## src/cbsa_pkg.sv

```systemverilog
// Shared types, constants and control bundles of the complex band statistics accumulator.
`timescale 1ns / 1ps
package cbsa_pkg;

   localparam int MAX_SLOTS = 64;
   localparam int MAX_BANDS = 64;

   localparam int KIND_W   = 2;
   localparam int SLOT_W   = 6;
   localparam int IDX_W    = 8;
   localparam int VAL_W    = 16;
   localparam int FC_W     = 7;
   localparam int VL_W     = 9;
   localparam int STRIDE_W = 16;
   localparam int CSR_IW   = 2;
   localparam int CSR_DW   = 16;
   localparam int SUM_W    = 48;
   localparam int CNT_W    = 32;
   localparam int MAG_W    = 16;
   localparam int CONC_W   = 17;
   localparam int SQ_W     = 32;
   localparam int ROOT_W   = 16;
   localparam int DVD_W    = SUM_W + 1;
   localparam int DVS_W    = CNT_W;
   localparam int STEP_W   = $clog2(DVD_W + 1);

   localparam int ACC_DEPTH = MAX_SLOTS * MAX_BANDS;
   localparam int ACC_AW    = (ACC_DEPTH > 1) ? $clog2(ACC_DEPTH) : 1;
   localparam int SLOT_AW   = (MAX_SLOTS > 1) ? $clog2(MAX_SLOTS) : 1;
   localparam int BAND_AW   = (MAX_BANDS > 1) ? $clog2(MAX_BANDS) : 1;

   localparam logic [FC_W-1:0]     FC_RESET     = FC_W'(64);
   localparam logic [VL_W-1:0]     VL_RESET     = VL_W'(128);
   localparam logic [STRIDE_W-1:0] STRIDE_RESET = STRIDE_W'(1);

   typedef enum logic [KIND_W-1:0] {
      KIND_ELEM  = 2'd0,
      KIND_BATCH = 2'd1,
      KIND_READ  = 2'd2,
      KIND_NONE  = 2'd3
   } kind_type;

   typedef enum logic [CSR_IW-1:0] {
      CSR_FREQ_COUNT    = 2'd0,
      CSR_VECTOR_LENGTH = 2'd1,
      CSR_PAIRING_STYLE = 2'd2,
      CSR_BATCH_STRIDE  = 2'd3
   } csr_index_type;

   typedef enum logic [1:0] {
      DIV_RE   = 2'd0,
      DIV_IM   = 2'd1,
      DIV_MAG  = 2'd2,
      DIV_CONC = 2'd3
   } div_sel_type;

   typedef enum logic [14:0] {
      S_CLEAR   = 15'b000000000000001,
      S_IDLE    = 15'b000000000000010,
      S_E_RD    = 15'b000000000000100,
      S_E_MUL   = 15'b000000000001000,
      S_E_SQRT  = 15'b000000000010000,
      S_E_WAIT  = 15'b000000000100000,
      S_E_WR    = 15'b000000001000000,
      S_R_RD    = 15'b000000010000000,
      S_R_DATA  = 15'b000000100000000,
      S_R_DSTART= 15'b000001000000000,
      S_R_DWAIT = 15'b000010000000000,
      S_R_MUL   = 15'b000100000000000,
      S_R_SQRT  = 15'b001000000000000,
      S_R_SWAIT = 15'b010000000000000,
      S_R_OUT   = 15'b100000000000000
   } state_type;

   typedef struct packed {
      logic        capture;
      logic        batch;
      logic        clear_we;
      logic        mem_rd;
      logic        mul;
      logic        mul_ro;
      logic        sqrt_start;
      logic        div_start;
      div_sel_type div_sel;
      logic        div_take;
      logic        am_take;
      logic        stats_clear;
      logic        elem_wr;
      logic        rsp_load;
   } cmd_type;

   typedef struct packed {
      logic clear_last;
      logic elem_ok;
      logic ro_zero;
      logic mm_zero;
      logic sqrt_idle;
      logic div_idle;
      logic rsp_free;
   } status_type;

endpackage

```

## src/cbsa_ctrl.sv

```systemverilog
// Controller state machine: clearing pass, element update and readout sequencing.
`timescale 1ns / 1ps
module cbsa_ctrl (
   input  logic                        clock,
   input  logic                        reset,
   input  logic                        req_valid,
   input  logic [cbsa_pkg::KIND_W-1:0] req_kind,
   output logic                        req_stall,
   input  cbsa_pkg::status_type        status,
   output cbsa_pkg::cmd_type           cmd
);
   import cbsa_pkg::*;

   state_type   state_ff, state_in;
   div_sel_type sel_ff, sel_in;
   logic        accept;

   assign req_stall = state_ff != S_IDLE;
   assign accept    = req_valid && !req_stall;

   always_comb begin
      state_in    = state_ff;
      sel_in      = sel_ff;
      cmd         = '0;
      cmd.div_sel = sel_ff;
      unique case (state_ff)
         S_CLEAR: begin
            cmd.clear_we = 1'b1;
            if (status.clear_last) state_in = S_IDLE;
         end
         S_IDLE: begin
            cmd.capture = accept;
            cmd.batch   = accept && kind_type'(req_kind) == KIND_BATCH;
            if (accept) begin
               if (kind_type'(req_kind) == KIND_ELEM && status.elem_ok) begin
                  state_in = S_E_RD;
               end else if (kind_type'(req_kind) == KIND_READ) begin
                  state_in = S_R_RD;
               end
            end
         end
         S_E_RD: begin
            cmd.mem_rd = 1'b1;
            state_in   = S_E_MUL;
         end
         S_E_MUL: begin
            cmd.mul  = 1'b1;
            state_in = S_E_SQRT;
         end
         S_E_SQRT: begin
            cmd.sqrt_start = 1'b1;
            state_in       = S_E_WAIT;
         end
         S_E_WAIT: begin
            if (status.sqrt_idle) state_in = S_E_WR;
         end
         S_E_WR: begin
            cmd.elem_wr = 1'b1;
            state_in    = S_IDLE;
         end
         S_R_RD: begin
            cmd.mem_rd = 1'b1;
            state_in   = S_R_DATA;
         end
         S_R_DATA: begin
            cmd.stats_clear = 1'b1;
            sel_in          = DIV_RE;
            state_in        = status.ro_zero ? S_R_OUT : S_R_DSTART;
         end
         S_R_DSTART: begin
            cmd.div_start = 1'b1;
            state_in      = S_R_DWAIT;
         end
         S_R_DWAIT: begin
            if (status.div_idle) begin
               cmd.div_take = 1'b1;
               unique case (sel_ff)
                  DIV_RE: begin
                     sel_in   = DIV_IM;
                     state_in = S_R_DSTART;
                  end
                  DIV_IM: begin
                     sel_in   = DIV_MAG;
                     state_in = S_R_DSTART;
                  end
                  DIV_MAG:  state_in = S_R_MUL;
                  DIV_CONC: state_in = S_R_OUT;
                  default:  state_in = S_R_OUT;
               endcase
            end
         end
         S_R_MUL: begin
            cmd.mul    = 1'b1;
            cmd.mul_ro = 1'b1;
            state_in   = S_R_SQRT;
         end
         S_R_SQRT: begin
            cmd.sqrt_start = 1'b1;
            state_in       = S_R_SWAIT;
         end
         S_R_SWAIT: begin
            if (status.sqrt_idle) begin
               cmd.am_take = 1'b1;
               if (status.mm_zero) begin
                  state_in = S_R_OUT;
               end else begin
                  sel_in   = DIV_CONC;
                  state_in = S_R_DSTART;
               end
            end
         end
         S_R_OUT: begin
            if (status.rsp_free) begin
               cmd.rsp_load = 1'b1;
               state_in     = S_IDLE;
            end
         end
         default: state_in = S_IDLE;
      endcase
   end

   always_ff @(posedge clock) begin
      if (reset) begin
         state_ff <= S_CLEAR;
         sel_ff   <= DIV_RE;
      end else begin
         state_ff <= state_in;
         sel_ff   <= sel_in;
      end
   end

   a_load_free: assert property (@(posedge clock) disable iff (reset)
      cmd.rsp_load |-> status.rsp_free) else $error("result word overwritten");
   a_div_idle: assert property (@(posedge clock) disable iff (reset)
      cmd.div_start |-> status.div_idle) else $error("divider restarted while busy");
   a_sqrt_idle: assert property (@(posedge clock) disable iff (reset)
      cmd.sqrt_start |-> status.sqrt_idle) else $error("square root restarted while busy");
   a_clear_quiet: assert property (@(posedge clock) disable iff (reset)
      cmd.clear_we |-> !cmd.elem_wr && !cmd.capture) else $error("update during clear");
endmodule

```

## config.mk

```make
export PLATFORM = sky130hd
export DESIGN_NAME = cbsa_ctrl
export DESIGN_NICKNAME = d
export VERILOG_FILES = /design/src/cbsa_pkg.sv /design/src/cbsa_ctrl.sv
export SDC_FILE = /design/constraint.sdc
export NUM_CORES = 1
export LEC_CHECK = 0
export ABC_AREA = 1
export BUFFER_PORTS_ARGS = -buffer_cell sky130_fd_sc_hd__buf_2
export CAP_MARGIN = 10
export CORE_MARGIN = 4
export CORE_UTILIZATION = 30
export CTS_BUF_LIST = sky130_fd_sc_hd__clkbuf_4 sky130_fd_sc_hd__clkbuf_8
export DETAILED_ROUTE_END_ITERATION = 7
export GPL_TIMING_DRIVEN = 0
export PLACE_DENSITY = 0.58
export RECOVER_POWER = 50
export SLEW_MARGIN = 30
export SYNTH_ARGS = -nofsm -noshare
export SYNTH_HDL_FRONTEND = slang
export SYNTH_SLANG_ARGS = --single-unit
```

## constraint.sdc

```tcl
create_clock -name clock -period 1.6 [get_ports clock]
set_input_delay 0.24 -clock clock [delete_from_list [all_inputs] [get_ports clock]]
set_output_delay 0.24 -clock clock [all_outputs]
set_load 0.02 [all_outputs]
```

# Yosys cells after proc, flatten, opt, wreduce, memory -nomap -nowiden

Index checks and enable logic that the tools add are counted.

Eq/ne operators: 30
Muxes and demuxes: 32
Reductions and logical operators: 13

Operators with widths:

| kind                                                  | count |
|---|---|
| one-hot mux 15 bit (14 select lines)                  | 1 |
| two-way mux 15 bit                                    | 10 |
| one-hot mux 15 bit (3 select lines)                   | 1 |
| equality test 15 x 1 -> 1 bit, second input constant  | 1 |
| equality test 15 x 10 -> 1 bit, second input constant | 1 |
| equality test 15 x 11 -> 1 bit, second input constant | 1 |
| equality test 15 x 12 -> 1 bit, second input constant | 1 |
| equality test 15 x 13 -> 1 bit, second input constant | 1 |
| equality test 15 x 14 -> 1 bit, second input constant | 1 |
| equality test 15 bit, second input constant           | 1 |
| equality test 15 x 2 -> 1 bit, second input constant  | 1 |
| equality test 15 x 3 -> 1 bit, second input constant  | 1 |
| equality test 15 x 4 -> 1 bit, second input constant  | 1 |
| equality test 15 x 5 -> 1 bit, second input constant  | 1 |
| equality test 15 x 6 -> 1 bit, second input constant  | 1 |
| equality test 15 x 7 -> 1 bit, second input constant  | 1 |
| equality test 15 x 8 -> 1 bit, second input constant  | 1 |
| equality test 15 x 9 -> 1 bit, second input constant  | 1 |
| != test 15 x 2 -> 1 bit, second input constant        | 1 |
| two-way mux 1 bit                                     | 14 |
| != test 2 bit, second input constant                  | 7 |
| two-way mux 2 bit                                     | 4 |
| OR reduction 2 bit                                    | 4 |
| AND reduction 7 bit                                   | 1 |
| other kinds (10)                                      | 17 |

Register bits after elaboration: 17
Bits of input ports: 12
Output and inout port bits: 16

# Longest topological paths before layout

Depth in word-level cells: 5
Gate-level depth with buffers: 12
Mapped depth without buffers: 11

# Worst setup path before layout

No wires, ideal clock.

Path type: flip-flop to output port
Start: register state_ff[14]
End: output port cmd[13] (netlist bit)
Arrival: 1.667 ns
Data required time: 1.360 ns
Slack: -0.307 ns
Stages on the path, launching flop included: 7
Cell sequence: dfxtp_1 -> nor2_2 -> nand2_4 -> nor2_4 -> buf_6 -> nand2_1 -> nor4_1

RTL lines:

| element                | RTL line         | text |
|---|---|---|
| from (decl)            | cbsa_ctrl.sv:14  | `state_type state_ff, state_in;` |
| from (signal assigned) | cbsa_ctrl.sv:127 | `state_ff <= state_in;` |
| to (decl)              | cbsa_ctrl.sv:10  | `output cbsa_pkg::cmd_type cmd` |

==> flow_metrics.tcl <==
set metrics [dict create \
    outcome "finished with violations" \
    violations "setup timing" \
    dp.cells 293 \
    layout_setup_ws_ns -0.111 \
    insertion_delay_ns 0.26 \
    rr_endpoint "state_ff[14]" \
    required_ns 1.36 \
    peakVddDrop_mv 0.756 \
    drtIter0Drc 46 \
    place_ws_ns -0.0303 \
    n_fill_cell 415 \
    ant_nets 0 \
    startpoint "state_ff[12]" \
    dr.pass1.iters 4 \
    synth_cells 216 \
    dp_hpwl_mm 2.57 \
    fmax_mhz 584 \
    synthTopCellsByArea "dfxtp_1, nand2_1, nor2_1, inv_1, nand3_1" \
    grt_overflow_total 0 \
    grt_pass1_vias 1427 \
    diodes 0 \
    cts_root_buf "clkbuf_8" \
    critPathMaxFanout 5 \
    ios 28 \
    crit_chain "nor2_4 > nand2_4 > nor2_4 > buf_6 > nand2_4 > nor4_4 > buf_4" \
    synth_flop_cell "dfxtp_1" \
    cts.path.max_buffers 2 \
    layout.nets 290 \
    netlist.area_leader.share 0.271 \
    cp-end-kind "primary output" \
    finalPower_mw 3.32 \
    io_buffers 27 \
    async_flop_share 0 \
    rows 23 \
    wl_per_cell_um 11.8 \
    synth_cell_types 20 \
    finalCritPeriodShare 1.07 \
    routed_wl_mm 3.87 \
    fin_skew_ns 0.00392 \
    area_growth_pct 60.1 \
    die_w_um 72.7 \
    max_cap_viol_count 0 \
    stdcell_count 327 \
    cp.arrival_ns 1.47 \
    hold_path_class "in2reg" \
    worst_path_largest_cell_delay_ns 0.34 \
    netlist_area_sq_um 1250 \
    r2r_slack_ns -0.07 \
    drc 0 \
    syn_nets 228 \
    yosys_warnings 0 \
    hold_viol_final 0 \
    synth_seq_cells 17 \
    cp-start-kind "register" \
    setup_violations 18 \
    die_y_um 72.7 \
    cellPowerDensity_nw_per_um2 1650 \
    ff2ff_path_depth 12 \
    tns_ns -1.04 \
    final-max-slew-violation-count 0 \
    clkSinkCount 17 \
    routabilityCongestion 0.815 \
    tightest_slew_ns 0.522 \
    drt-vias-per-instance 4.48 \
    synth_edf_count 0 \
    worstSetupEndpoint "cmd[13]" \
    track_usage 0.147 \
    drive_gt1_frac 0.458 \
    syn_area_per_cell_sq_um 5.81 \
    cp_slowest_cell "dfxtp_2" \
    initial_core_util 0.311 \
    worst-setup-path-type "reg2out" \
    rsz0062_at_grt "true" \
    period_needed_ns 1.71 \
    htreeDepth 1 \
    seq_area_frac_synth 0.271 \
    postCtsHoldBufs 0 \
    path_clk_slew_ns 0.07 \
    grt_pass1_wl_mm 6.09 \
    die-area_sq_um 5280 \
    slew_headroom 0.652 \
    antenna_found_initial 0 \
    yosys.area.top_type "dfxtp_1" \
    grt_max_degree 11 \
    coreArea_sq_um 4030 \
    vias 1466 \
    cts_tree "built" \
    timing.rr.start "state_ff[12]" \
    cellLeakagePower_nw 1.09 \
    hold-worst-slack_ns 0.225 \
    numCtsBuffers 3 \
]
[cells in the mapped netlist (3+ instances only)]
cell      count
nand2_1      51
nor2_1       47
inv_1        38
nand3_1      23
dfxtp_1      17
nor2_2       10
nand2_2       5
nor3_1        4
buf_6         3
nand3b_1      3
nor2_4        3
[registers in the layout, indices dropped and copies added, names as in the netlist]
register and cells:
state_ff 15, sel_ff 2
[per-stage QoR]
stage	util	cell area, sq um
2_1_floorplan	-	1270
5_1_grt	0.499	2010
3_5_place_dp	0.364	1470
3_3_place_gp	0.364	1470
4_1_cts	0.460	1850
6_report	0.499	2010
[routing by layer]
metal,wire (um),global-route usage,vias to the layer above
met5,0,0,-
met4,23,0.0369,0
met3,165,0.0344,4
met2,2000,0.274,29
met1,1670,0.166,661
li1,-,-,772
[logic make-up (layout without fill, tap and decap cells)]
group                  count (synthesis)  after routing  share of synthesized area
DFF                                   17             17                      0.271
AOI/OAI and AO/OA                      3              3                     0.0159
and+or+nand+nor                      153            153                      0.566
buffers and inverters                 43            104                      0.147
[power breakdown]
part | switching, mW | internal (mW) | total (mW)
Sequential | 0.0961 | 0.531 | 0.627
Clock | 0.158 | 0.194 | 0.352
Combinational | 1.34 | 1.00 | 2.34
[layout make-up]
cell class	count	area, sq um	area share
plain buffers	4	37.5	0.0187
clock buffers	4	48.8	0.0243
inverters	39	151	0.0753
multi-input cells	156	916	0.456
flip-flops and latches	17	358	0.178
well taps	50	62.6	0.0311
repair buffers	57	435	0.217
[timing repair]
action / 4_1_cts / 5_1_grt
pin swaps: 22 / 11
hold endpoints to repair: 0 / 0
gates cloned: 2 / 1
setup buffers: 23 / 4
endpoints found under the setup margin: 16 / 29
gates resized for setup: 55 / 37
[worst min-delay path by stage]
stage                    to  slack, ns  cells after the start   startpoint
3_5_place_dp    state_ff[5]       0.50                      2  state_ff[5]
5_1_grt         state_ff[6]       0.24                      2        reset
2_1_floorplan   state_ff[2]       0.31                      1        reset
4_1_cts        state_ff[11]       0.22                      2        reset
6_report        state_ff[6]       0.23                      2        reset
3_3_place_gp    state_ff[6]       0.50                      2        reset
[layout by cell type, fill, tap and decap left out, drive strengths merged]
| cell type | netlist | final |
|---|---|---|
| o211ai | 2 | 2 |
| nand3 | 24 | 24 |
| nor3 | 4 | 4 |
| dfxtp | 17 | 17 |
| nand3b | 3 | 3 |
| or2 | 1 | 1 |
| nand2 | 58 | 58 |
| nor4 | 1 | 1 |
| a21oi | 1 | 1 |
| nor2 | 60 | 60 |
| and2 | 2 | 2 |
| clkbuf | 1 | 7 |
| buf | 3 | 58 |
| inv | 39 | 39 |
[critical path, delay by kind of cell, from the launching register on]
family | cells | cell delay [ns]
flops | 1 | 0.34
simple gates | 5 | 0.56
buf+inv | 2 | 0.31
No activity file was read; power rests on OpenSTA's default activity.
